[src/rtl/core/mfq_pkg.sv]
// Shared types and constants of the multilevel feedback queue scheduler.
// Used by mfq_ctrl, mfq_dp and the top level; depends on nothing else.
package mfq_pkg;

	// Field widths fixed by the interface
	localparam int ID_W        = 8;
	localparam int SERV_W      = 16;
	localparam int TIME_W      = 32;
	localparam int QNT_W       = 8;
	localparam int RUN_LEVEL_W = 2;
	localparam int ENTRY_W     = ID_W + SERV_W + 1;

	// Quantum registers, levels past the last one reuse the last quantum
	localparam int NUM_QUANTA = 4;

	// Configuration register indexes
	localparam int CFG_IDX_W = 3;
	localparam logic [CFG_IDX_W-1:0] REG_QUANTUM0   = 3'd0;
	localparam logic [CFG_IDX_W-1:0] REG_QUANTUM1   = 3'd1;
	localparam logic [CFG_IDX_W-1:0] REG_QUANTUM2   = 3'd2;
	localparam logic [CFG_IDX_W-1:0] REG_QUANTUM3   = 3'd3;
	localparam logic [CFG_IDX_W-1:0] REG_SWITCH_OVH = 3'd4;

	localparam logic [QNT_W-1:0] QUANTUM_RESET = 8'd1;

	// Default sizes
	localparam int DEF_QUEUE_DEPTH = 16;
	localparam int DEF_NUM_LEVELS  = 4;

	// Commands from controller to datapath
	typedef struct packed {
		logic arrive;  // request accepted: enqueue the arrival
		logic slice;   // retire or demote the current job
		logic pop;     // read the head of the highest nonempty level
		logic run;     // run one time unit and load the result
	} mfq_cmd_t;

	// Status from datapath to controller
	typedef struct packed {
		logic pop_ready;  // CPU free and some job waiting
	} mfq_stat_t;

endpackage

[src/rtl/core/mfq_ctrl.sv]
// Sequencer of the scheduler: steps one request through slice, pop and run.
// Depends on mfq_pkg for the command and status structs.
module mfq_ctrl (
	input  logic               clk,
	input  logic               arst_n,
	input  logic               in_valid,
	output logic               in_ready,
	output logic               out_valid,
	input  logic               out_ready,
	input  mfq_pkg::mfq_stat_t stat,
	output mfq_pkg::mfq_cmd_t  cmd
);
	import mfq_pkg::*;

	localparam logic [1:0] ST_IDLE  = 2'd0;
	localparam logic [1:0] ST_SLICE = 2'd1;
	localparam logic [1:0] ST_READ  = 2'd2;
	localparam logic [1:0] ST_RUN   = 2'd3;

	logic [1:0] state_q;
	logic [1:0] state_d;
	logic       out_valid_q;

	// Issue commands
	always_comb begin
		in_ready   = (state_q == ST_IDLE);
		cmd.arrive = in_valid && (state_q == ST_IDLE);
		cmd.slice  = (state_q == ST_SLICE);
		cmd.pop    = (state_q == ST_READ) && stat.pop_ready;
		cmd.run    = (state_q == ST_RUN) && (!out_valid_q || out_ready);
	end

	// Next state
	always_comb begin
		state_d = state_q;
		unique case (state_q)
			ST_IDLE:  if (in_valid) state_d = ST_SLICE;
			ST_SLICE: state_d = ST_READ;
			ST_READ:  state_d = ST_RUN;
			ST_RUN:   if (cmd.run) state_d = ST_IDLE;
			default:  state_d = ST_IDLE;
		endcase
	end

	// Hold state and the output valid flag
	always_ff @(posedge clk or negedge arst_n) begin
		if (!arst_n) begin
			state_q     <= ST_IDLE;
			out_valid_q <= 1'b0;
		end else begin
			state_q <= state_d;
			if (cmd.run) begin
				out_valid_q <= 1'b1;
			end else if (out_ready) begin
				out_valid_q <= 1'b0;
			end
		end
	end

	assign out_valid = out_valid_q;

endmodule

[src/rtl/core/mfq_dp.sv]
// Datapath of the scheduler: level queues in one memory, current job, clock.
// Depends on mfq_pkg; driven by commands from mfq_ctrl.
module mfq_dp #(
	parameter int QUEUE_DEPTH = mfq_pkg::DEF_QUEUE_DEPTH,
	parameter int NUM_LEVELS  = mfq_pkg::DEF_NUM_LEVELS
) (
	input  logic                              clk,
	input  logic                              arst_n,
	input  mfq_pkg::mfq_cmd_t                 cmd,
	output mfq_pkg::mfq_stat_t                stat,
	input  logic                              cfg_we,
	input  logic [mfq_pkg::CFG_IDX_W-1:0]     cfg_index,
	input  logic [mfq_pkg::QNT_W-1:0]         cfg_wdata,
	input  logic                              arrive_valid,
	input  logic [mfq_pkg::ID_W-1:0]          arrive_id,
	input  logic [mfq_pkg::SERV_W-1:0]        arrive_service,
	output logic [mfq_pkg::ID_W-1:0]          run_id,
	output logic [mfq_pkg::RUN_LEVEL_W-1:0]   run_level,
	output logic [mfq_pkg::TIME_W-1:0]        time_now,
	output logic                              first_run,
	output logic                              done_valid,
	output logic [mfq_pkg::ID_W-1:0]          done_id,
	output logic [mfq_pkg::TIME_W-1:0]        done_time,
	output logic                              all_idle,
	output logic                              arrival_dropped
);
	import mfq_pkg::*;

	localparam int LVL_W     = $clog2(NUM_LEVELS);
	localparam int PTR_W     = $clog2(QUEUE_DEPTH);
	localparam int CNT_W     = $clog2(QUEUE_DEPTH + 1);
	localparam int MEM_DEPTH = NUM_LEVELS * QUEUE_DEPTH;
	localparam int AW        = $clog2(MEM_DEPTH);
	localparam logic [CNT_W-1:0] CNT_FULL = CNT_W'(QUEUE_DEPTH);
	localparam logic [PTR_W-1:0] PTR_LAST = PTR_W'(QUEUE_DEPTH - 1);
	localparam logic [LVL_W-1:0] LVL_LAST = LVL_W'(NUM_LEVELS - 1);

	// Quantum register index of a level
	function automatic logic [1:0] qidx(input logic [LVL_W-1:0] lvl);
		logic [1:0] r;
		if (int'(lvl) < NUM_QUANTA) begin
			r = 2'(lvl);
		end else begin
			r = 2'(NUM_QUANTA - 1);
		end
		return r;
	endfunction

	// Memory address of a queue slot
	function automatic logic [AW-1:0] slot(input logic [LVL_W-1:0] lvl,
			input logic [PTR_W-1:0] ptr);
		return AW'(AW'(lvl) * AW'(QUEUE_DEPTH) + AW'(ptr));
	endfunction

	function automatic logic [PTR_W-1:0] ptr_inc(input logic [PTR_W-1:0] ptr);
		return (ptr == PTR_LAST) ? '0 : PTR_W'(ptr + 1'b1);
	endfunction

	// Configuration
	logic [QNT_W-1:0]  quant_q [NUM_QUANTA];
	logic [QNT_W-1:0]  ovh_q;

	// Queue control
	logic [PTR_W-1:0]  head_q [NUM_LEVELS];
	logic [PTR_W-1:0]  tail_q [NUM_LEVELS];
	logic [CNT_W-1:0]  cnt_q  [NUM_LEVELS];

	// Current job and clock
	logic [ID_W-1:0]   cur_id_q;
	logic [SERV_W-1:0] cur_rem_q;
	logic              cur_started_q;
	logic [LVL_W-1:0]  cur_level_q;
	logic [QNT_W-1:0]  slice_q;
	logic [TIME_W-1:0] clock_q;

	// Per-request bookkeeping
	logic              busy_q;
	logic              loaded_q;
	logic [LVL_W-1:0]  pop_level_q;
	logic              done_valid_q;
	logic [ID_W-1:0]   done_id_q;
	logic [TIME_W-1:0] done_time_q;
	logic              dropped_q;

	// Queue memory
	logic [ENTRY_W-1:0] mem [MEM_DEPTH];
	logic [ENTRY_W-1:0] rd_q;

	logic               any_wait;
	logic [LVL_W-1:0]   high_lvl;
	logic               busy;
	logic [LVL_W-1:0]   target_lvl;
	logic               arr_take;
	logic               arr_push;
	logic               slice_out;
	logic               dem_push;
	logic               wr_en;
	logic [AW-1:0]      wr_addr;
	logic [ENTRY_W-1:0] wr_data;
	logic [AW-1:0]      rd_addr;

	logic [ID_W-1:0]    eff_id;
	logic [SERV_W-1:0]  eff_rem;
	logic               eff_started;
	logic [LVL_W-1:0]   eff_level;
	logic [QNT_W-1:0]   eff_slice;

	// Find the highest nonempty level
	always_comb begin
		any_wait = 1'b0;
		high_lvl = '0;
		for (int i = NUM_LEVELS - 1; i >= 0; i--) begin
			if (cnt_q[i] != '0) begin
				any_wait = 1'b1;
				high_lvl = LVL_W'(i);
			end
		end
	end

	// Decide pushes for arrival and demotion
	always_comb begin
		busy       = (cur_id_q != '0);
		target_lvl = (cur_level_q == LVL_LAST) ? cur_level_q : LVL_W'(cur_level_q + 1'b1);
		arr_take   = cmd.arrive && arrive_valid && (arrive_id != '0);
		arr_push   = arr_take && (cnt_q[0] != CNT_FULL);
		slice_out  = cmd.slice && busy && (cur_rem_q != '0) && (slice_q == '0);
		dem_push   = slice_out && any_wait && !(high_lvl > target_lvl)
			&& (cnt_q[target_lvl] != CNT_FULL);
		wr_en      = arr_push || dem_push;
		wr_addr    = arr_push ? slot('0, tail_q[0]) : slot(target_lvl, tail_q[target_lvl]);
		wr_data    = arr_push ? {1'b0, arrive_service, arrive_id}
			: {cur_started_q, cur_rem_q, cur_id_q};
		rd_addr    = slot(high_lvl, head_q[high_lvl]);
		stat.pop_ready = !busy && any_wait;
	end

	// Select the job that runs: a fresh pop or the one holding the CPU
	always_comb begin
		if (loaded_q) begin
			eff_id      = rd_q[ID_W-1:0];
			eff_rem     = rd_q[ID_W+SERV_W-1:ID_W];
			eff_started = rd_q[ENTRY_W-1];
			eff_level   = pop_level_q;
			eff_slice   = quant_q[qidx(pop_level_q)];
		end else begin
			eff_id      = cur_id_q;
			eff_rem     = cur_rem_q;
			eff_started = cur_started_q;
			eff_level   = cur_level_q;
			eff_slice   = slice_q;
		end
	end

	// Write and read the queue memory
	always_ff @(posedge clk) begin
		if (wr_en) begin
			mem[wr_addr] <= wr_data;
		end
		if (cmd.pop) begin
			rd_q <= mem[rd_addr];
		end
	end

	// Advance queue pointers and counts
	always_ff @(posedge clk or negedge arst_n) begin
		if (!arst_n) begin
			for (int l = 0; l < NUM_LEVELS; l++) begin
				head_q[l] <= '0;
				tail_q[l] <= '0;
				cnt_q[l]  <= '0;
			end
		end else begin
			for (int l = 0; l < NUM_LEVELS; l++) begin
				if ((arr_push && l == 0) || (dem_push && int'(target_lvl) == l)) begin
					tail_q[l] <= ptr_inc(tail_q[l]);
					cnt_q[l]  <= CNT_W'(cnt_q[l] + 1'b1);
				end else if (cmd.pop && int'(high_lvl) == l) begin
					head_q[l] <= ptr_inc(head_q[l]);
					cnt_q[l]  <= CNT_W'(cnt_q[l] - 1'b1);
				end
			end
		end
	end

	// Configuration writes
	always_ff @(posedge clk or negedge arst_n) begin
		if (!arst_n) begin
			for (int i = 0; i < NUM_QUANTA; i++) begin
				quant_q[i] <= QUANTUM_RESET;
			end
			ovh_q <= '0;
		end else if (cfg_we) begin
			unique case (cfg_index)
				REG_QUANTUM0:   quant_q[0] <= cfg_wdata;
				REG_QUANTUM1:   quant_q[1] <= cfg_wdata;
				REG_QUANTUM2:   quant_q[2] <= cfg_wdata;
				REG_QUANTUM3:   quant_q[3] <= cfg_wdata;
				REG_SWITCH_OVH: ovh_q      <= cfg_wdata;
				default: ;
			endcase
		end
	end

	// Current job, clock and request bookkeeping
	always_ff @(posedge clk or negedge arst_n) begin
		if (!arst_n) begin
			cur_id_q      <= '0;
			cur_rem_q     <= '0;
			cur_started_q <= 1'b0;
			cur_level_q   <= '0;
			slice_q       <= '0;
			clock_q       <= '0;
			busy_q        <= 1'b0;
			loaded_q      <= 1'b0;
			pop_level_q   <= '0;
			dropped_q     <= 1'b0;
			done_valid_q  <= 1'b0;
			done_id_q     <= '0;
			done_time_q   <= '0;
		end else begin
			if (cmd.arrive) begin
				dropped_q <= arr_take && !arr_push;
			end
			if (cmd.slice) begin
				busy_q   <= busy;
				loaded_q <= 1'b0;
				if (busy && cur_rem_q == '0) begin
					// retire the finished job
					done_valid_q <= 1'b1;
					done_id_q    <= cur_id_q;
					done_time_q  <= clock_q;
					cur_id_q     <= '0;
				end else begin
					done_valid_q <= 1'b0;
					done_id_q    <= '0;
					done_time_q  <= '0;
					if (slice_out) begin
						if (!any_wait) begin
							slice_q <= quant_q[qidx(cur_level_q)];
						end else if (high_lvl > target_lvl) begin
							// drop a level and keep the CPU
							cur_level_q <= target_lvl;
							slice_q     <= quant_q[qidx(target_lvl)];
						end else if (cnt_q[target_lvl] == CNT_FULL) begin
							slice_q <= quant_q[qidx(cur_level_q)];
						end else begin
							cur_id_q <= '0;
						end
					end
				end
			end
			if (cmd.pop) begin
				loaded_q    <= 1'b1;
				pop_level_q <= high_lvl;
				if (busy_q) begin
					clock_q <= clock_q + TIME_W'(ovh_q);
				end
			end
			if (cmd.run) begin
				cur_id_q    <= eff_id;
				cur_level_q <= eff_level;
				clock_q     <= clock_q + 1'b1;
				if (eff_id != '0) begin
					cur_started_q <= 1'b1;
					cur_rem_q     <= (eff_rem != '0) ? SERV_W'(eff_rem - 1'b1) : '0;
					slice_q       <= (eff_slice != '0) ? QNT_W'(eff_slice - 1'b1) : '0;
				end else begin
					cur_started_q <= eff_started;
					cur_rem_q     <= eff_rem;
					slice_q       <= eff_slice;
				end
			end
		end
	end

	// Load the result register
	always_ff @(posedge clk) begin
		if (cmd.run) begin
			run_id          <= eff_id;
			run_level       <= (eff_id != '0) ? RUN_LEVEL_W'(eff_level) : '0;
			time_now        <= clock_q;
			first_run       <= (eff_id != '0) && !eff_started;
			done_valid      <= done_valid_q;
			done_id         <= done_id_q;
			done_time       <= done_time_q;
			all_idle        <= (eff_id == '0);
			arrival_dropped <= dropped_q;
		end
	end

endmodule

[src/rtl/core/multilevel_feedback_queue_scheduler.sv]
// Four-level feedback queue scheduler, top level.
// Instantiates mfq_ctrl and mfq_dp; depends on mfq_pkg.
//
// Usage:
//  Each input request is one scheduler tick: an optional arrival (arrive_valid,
//  arrive_id, arrive_service) that joins level 0. Each tick gives exactly one
//  result: the job run, its level, the clock at which it ran, a first-run flag,
//  a completion report for the job that finished before this tick, an idle flag
//  and a flag for an arrival dropped on a full level 0.
//  Both channels use valid/ready. A request is taken in the accept cycle, then
//  passes a slice step, a queue read step and a run step, after which the result
//  is valid. One request is in work at a time: no new request is taken until the
//  last one has passed its run step. The queue memory is written on the arrival
//  and demotion steps and read on the pop step.
//  A finished result waits in the output register; the next request is taken
//  meanwhile and holds in its run step while the receiver stalls.
//  Reset clears the queues (by count), the current job, the clock, and sets all
//  quanta to one and the switch overhead to zero. Queue entries need no clear.
//  Configuration writes (cfg_we, cfg_index, cfg_wdata) take effect at once. The
//  user must make them only while the block is idle; the block does not enforce it.
module multilevel_feedback_queue_scheduler #(
	parameter int QUEUE_DEPTH = mfq_pkg::DEF_QUEUE_DEPTH,
	parameter int NUM_LEVELS  = mfq_pkg::DEF_NUM_LEVELS
) (
	input  logic                              clk,
	input  logic                              arst_n,
	input  logic                              in_valid,
	output logic                              in_ready,
	input  logic                              arrive_valid,
	input  logic [mfq_pkg::ID_W-1:0]          arrive_id,
	input  logic [mfq_pkg::SERV_W-1:0]        arrive_service,
	output logic                              out_valid,
	input  logic                              out_ready,
	output logic [mfq_pkg::ID_W-1:0]          run_id,
	output logic [mfq_pkg::RUN_LEVEL_W-1:0]   run_level,
	output logic [mfq_pkg::TIME_W-1:0]        time_now,
	output logic                              first_run,
	output logic                              done_valid,
	output logic [mfq_pkg::ID_W-1:0]          done_id,
	output logic [mfq_pkg::TIME_W-1:0]        done_time,
	output logic                              all_idle,
	output logic                              arrival_dropped,
	input  logic                              cfg_we,
	input  logic [mfq_pkg::CFG_IDX_W-1:0]     cfg_index,
	input  logic [mfq_pkg::QNT_W-1:0]         cfg_wdata
);
	import mfq_pkg::*;

	mfq_cmd_t  cmd;
	mfq_stat_t stat;

	mfq_ctrl u_ctrl (
		.clk       (clk),
		.arst_n    (arst_n),
		.in_valid  (in_valid),
		.in_ready  (in_ready),
		.out_valid (out_valid),
		.out_ready (out_ready),
		.stat      (stat),
		.cmd       (cmd)
	);

	mfq_dp #(
		.QUEUE_DEPTH (QUEUE_DEPTH),
		.NUM_LEVELS  (NUM_LEVELS)
	) u_dp (
		.clk             (clk),
		.arst_n          (arst_n),
		.cmd             (cmd),
		.stat            (stat),
		.cfg_we          (cfg_we),
		.cfg_index       (cfg_index),
		.cfg_wdata       (cfg_wdata),
		.arrive_valid    (arrive_valid),
		.arrive_id       (arrive_id),
		.arrive_service  (arrive_service),
		.run_id          (run_id),
		.run_level       (run_level),
		.time_now        (time_now),
		.first_run       (first_run),
		.done_valid      (done_valid),
		.done_id         (done_id),
		.done_time       (done_time),
		.all_idle        (all_idle),
		.arrival_dropped (arrival_dropped)
	);

	// Only one request is in work at a time
	a_one_request: assert property (@(posedge clk) disable iff (!arst_n)
		in_valid && in_ready |=> !in_ready)
		else $error("request accepted while another is in work");

	// A first run always names a real job
	a_first_has_job: assert property (@(posedge clk) disable iff (!arst_n)
		out_valid && first_run |-> run_id != '0 && !all_idle)
		else $error("first run flagged without a job");

	// A completion always names a real job
	a_done_has_job: assert property (@(posedge clk) disable iff (!arst_n)
		out_valid && done_valid |-> done_id != '0)
		else $error("completion reported without a job id");

	// A run step loads a result only into a free or draining output register
	a_no_overwrite: assert property (@(posedge clk) disable iff (!arst_n)
		cmd.run |-> !out_valid || out_ready)
		else $error("result overwritten while stalled");

endmodule

[config.mk]
export PLATFORM = sky130hd
export DESIGN_NAME = multilevel_feedback_queue_scheduler
export DESIGN_NICKNAME = d
export VERILOG_FILES = /design/src/rtl/core/mfq_pkg.sv /design/src/rtl/core/mfq_ctrl.sv /design/src/rtl/core/mfq_dp.sv /design/src/rtl/core/multilevel_feedback_queue_scheduler.sv
export SDC_FILE = /design/constraint.sdc
export NUM_CORES = 2
export LEC_CHECK = 0
export BUFFER_PORTS_ARGS = -buffer_cell sky130_fd_sc_hd__buf_2
export CAP_MARGIN = 20
export CORE_MARGIN = 1.5
export CORE_UTILIZATION = 55
export CTS_CLUSTER_DIAMETER = 50
export CTS_CLUSTER_SIZE = 25
export DETAILED_ROUTE_END_ITERATION = 7
export HOLD_SLACK_MARGIN = 0.02
export PLACE_DENSITY = 0.81
export SLEW_MARGIN = 5
export SYNTH_ARGS = -nofsm -noshare
export SYNTH_HDL_FRONTEND = slang
export SYNTH_SLANG_ARGS = --single-unit
[constraint.sdc]
create_clock -name clk -period 4.75 [get_ports clk]
set_clock_uncertainty 0.05 [all_clocks]
set_input_delay 0.475 -clock clk [delete_from_list [all_inputs] [get_ports clk]]
set_output_delay 0.475 -clock clk [all_outputs]
set_load 0.02 [all_outputs]
==> results.yml <==
outcome:
  status: "completed"
logic_synthesis:
  ys_ff_latch: 1919
  async_reset_ff_share_pct: 10.84
  synth_top_area_share_pct: 63.05
  syn-cell-area_um2: 81490
  avgSynthCellArea_um2: 14.89
  ys.flop_type: "edfxtp_1"
  syn_inst: 5474
  synth_most_common_cell: "edfxtp_1"
  ys_seq_area_share_pct: 69.45
  syn_nets: 5556
  ys_types: 84
  synth_top_area_cell: "edfxtp_1"
  yosysWarnings: 0
  synth_edf_count: 1711
  yosys-top-cells-area: "edfxtp_1 (63%), dfrtp_1 (6.3%), o2111ai_1 (6.0%)"
  synthTopCellsByCount: "edfxtp_1 (1711), o2111ai_1 (560), nand2_1 (405)"
power:
  p_sw_mw: 22.94
  power_frac_seq_pct: 38.1
  swShare_pct: 39.84
  power.internal_mw: 34.64
  pwr-share-clk_pct: 22.4
  power.density_nw_per_um2: 628.4
  power_frac_comb_pct: 39.5
  p_leak_nw: 31.15
  max-vdd-ir-drop_mv: 0.5988
cells_and_area:
  stdcell_area_um2: 91640
  layout.cells.non_filler: 7651
  drive_gt1_share_pct: 17.29
  fin_util_pct: 62.13
  finalNetCount: 5666
  areaGrowthSynthToFinish_pct: 12.46
route:
  routedWlPerCell_um: 31.99
  firstDrtPassIters: 6
  dr_total_vias: 55612
  drt_iter0_markers: 9877
  drt_wl_total_um: 244700
  drc_errors: 0
  ant_nets: 0
  vias_per_cell: 7.269
clocking:
  postCtsSetupBuffers: 0
  cts_tree: "built"
  worstSkewPairLatency_ps: 820
  htree_levels: 4
  cts_buffer_depth: 3
  cts-buffers-inserted: 141
  clkTransAtPathRegs_ps: 80
  cts_root_buffer: "clkbuf_16"
  clock-sinks: 1919
sta:
  report.final.slew_viol_count: 0
  final-setup-viol-count: 0
  setup_tns_ps: 0
  achievable-frequency_mhz: 213.2
  slew_headroom_pct: 22.87
  hold_viol: 0
  rsz0062_at_grt: "false"
  period_minus_slack_ps: 4690
  period_share_pct: 98.74
  max_slew.worst_pin.slew_ps: 1157
floorplan:
  fp-row-count: 141
  dieArea_um2: 150500
  core_area_um2: 147500
  die_h_um: 387.9
  initial_core_util_pct: 55.25
  die_w_um: 387.9
  ioPinCount: 129
job:
  drv_cap: 0
global_routing:
  top_usage_layer: "met2"
  grt_pass1_vias: 53462
  grt_max_degree: 144
  grt.total_usage_pct: 31.73
  grt_pass1_wl_um: 354400
  antenna_found_initial: 23
  grt_overflow: 0
  grtUsageMet1_pct: 41.49
  grt_use_met3_pct: 9.915
  use_met2_pct: 47.12
placement:
  routabilityCongestion: 0.9669
  numPortBuffers: 128
  placedCellCount: 7356
  dpl.hpwl_um: 143300
  placed_cell_area_um2: 86500
setup_path:
  crit_arrival_ps: 5190
  critical_path.max_fanout: 37
  cp-end-kind: "flop"
  worstPathRequired_ps: 5250
  critPathLaunchType: "flop"
  cp_common_cell: "buf_12"
  critPathSlowestCell: "or4_4"
  path_cells: "or4_4 > a2111oi_2 > o21ai_4 > o211ai_4 > buf_12 > buf_12 > buf_4 > mux2_2 > o2111ai_1 > o2bb2ai_1 > or4_1"
  cpPeakStageDelay_ps: 630
  worst-setup-path-type: "flop to flop"
hold_path:
  hold_path.class: "input port to flop"
## repair_timing
action,4_1_cts,5_1_grt
endpoints found under the setup margin,0,17
resized for setup,0,4
hold endpoints to repair,149,0
hold buffers,11,0
## critical path, delay by kind of cell, from the launching register on
kind                   cells  cell delay [ps]
buffers and inverters      3              760
AO/OA/AOI/OAI              5             1710
flip-flops                 1              470
multiplexers               1              360
AND/OR/NAND/NOR            2             1080
## stage by stage
stage	worst slack, ps	hold slack (ps)	power (mW)
floorplan	-46.16	129.4	34.57
global placement	250.2	380.7	43.36
detailed placement	160.8	382.3	43.96
CTS	150.9	124.4	56.65
global route	44.32	71.81	58.78
finish	59.96	65.43	57.58
## power by group through the flow
stage               Sequential (mW)  Clock (mW)  Combinational, mW
global route                   22.0        13.5               23.3
detailed placement             22.3           0               21.7
global placement               22.2           0               21.1
finish                         21.9        12.9               22.8
floorplan                      22.3           0               12.3
CTS                            21.9        12.9               21.8
## registers in the layout, indices dropped and copies added, names as in the netlist, 2 cells and up
| name | cells |
|---|---|
| u_dp.done_id | 8 |
| u_dp.pop_level_q | 2 |
| u_dp.done_time | 32 |
| u_dp.run_id | 8 |
| u_dp.cur_id_q | 8 |
| u_ctrl.state_q | 2 |
| u_dp.cnt_q | 20 |
| u_dp.head_q | 16 |
| u_dp.slice_q | 8 |
| u_dp.clock_q | 32 |
| u_dp.ovh_q | 8 |
| u_dp.time_now | 32 |
| u_dp.done_id_q | 8 |
| u_dp.cur_rem_q | 16 |
| u_dp.tail_q | 16 |
| u_dp.mem | 1600 |
| u_dp.rd_q | 25 |
| u_dp.done_time_q | 32 |
| u_dp.quant_q | 32 |
| u_dp.run_level | 2 |
| u_dp.cur_level_q | 2 |
## area by class of cell
cell class	count	area [µm²]
Timing Repair Buffer	458	4581
Clock buffer	154	3641
Fill cell	9955	55850
Inverter	314	1181
Sequential cell	1919	56590
Multi-Input combinational cell	2750	21890
Antenna cell	17	42.54
Clock inverter	109	1291
Tap cell	1930	2415
## path summary, 6_finish.rpt
| kind | start | end | slack [ps] | cells past startpoint |
|---|---|---|---|---|
| worst max-delay path | u_dp.cnt_q[5] | u_dp.rd_q[17] | 60 | 11 |
| worst min-delay path | cfg_index[0] | u_dp.ovh_q[2] | 70 | 3 |
| worst max register to register | u_dp.cnt_q[5] | u_dp.rd_q[17] | 60 | 11 |
| worst min register to register | u_dp.done_time_q[4] | u_dp.done_time[4] | 410 | 0 |
| max in group asynchronous | arst_n | u_dp.loaded_q | 3250 | 3 |
| min in group asynchronous | arst_n | u_dp.slice_q[4] | 330 | 2 |
## layer usage
metal | share of wire (%) | vias up
li1 | - | 22513
met1 | 34 | 27289
met2 | 45 | 4931
met3 | 15 | 869
met4 | 6.1 | 10
met5 | 0.026 | -
## kinds of logic after synthesis
group,count (synthesis),synth area share (%)
adders and majority gates,41,0.6756
buffers and inverters,805,4.135
AOI/OAI and AO/OA,1478,15.32
muxes,399,5.363
and+or+nand+nor,764,4.327
xor gates and xnor gates,68,0.7309
DFF,1919,69.45
## cell usage in the layout (no fill, tap or decap), types with 57 or more instances in the layout
master / synthesis / routed
clkbuf_16: 0 / 144
buf_4: 20 / 202
nand4_1: 77 / 77
a21oi_1: 64 / 64
nor2_1: 133 / 65
dfrtp_1: 204 / 202
o21ai_0: 61 / 57
edfxtp_1: 1711 / 1711
buf_2: 119 / 128
o2111a_1: 65 / 65
o2111ai_1: 560 / 557
nor2_2: 0 / 65
mux2i_1: 242 / 242
mux2_2: 141 / 141
buf_12: 0 / 113
nand2_1: 405 / 403
o211ai_1: 104 / 104
inv_1: 313 / 312
a32o_1: 103 / 103
Note: power is estimated with default switching activity, not from simulation.
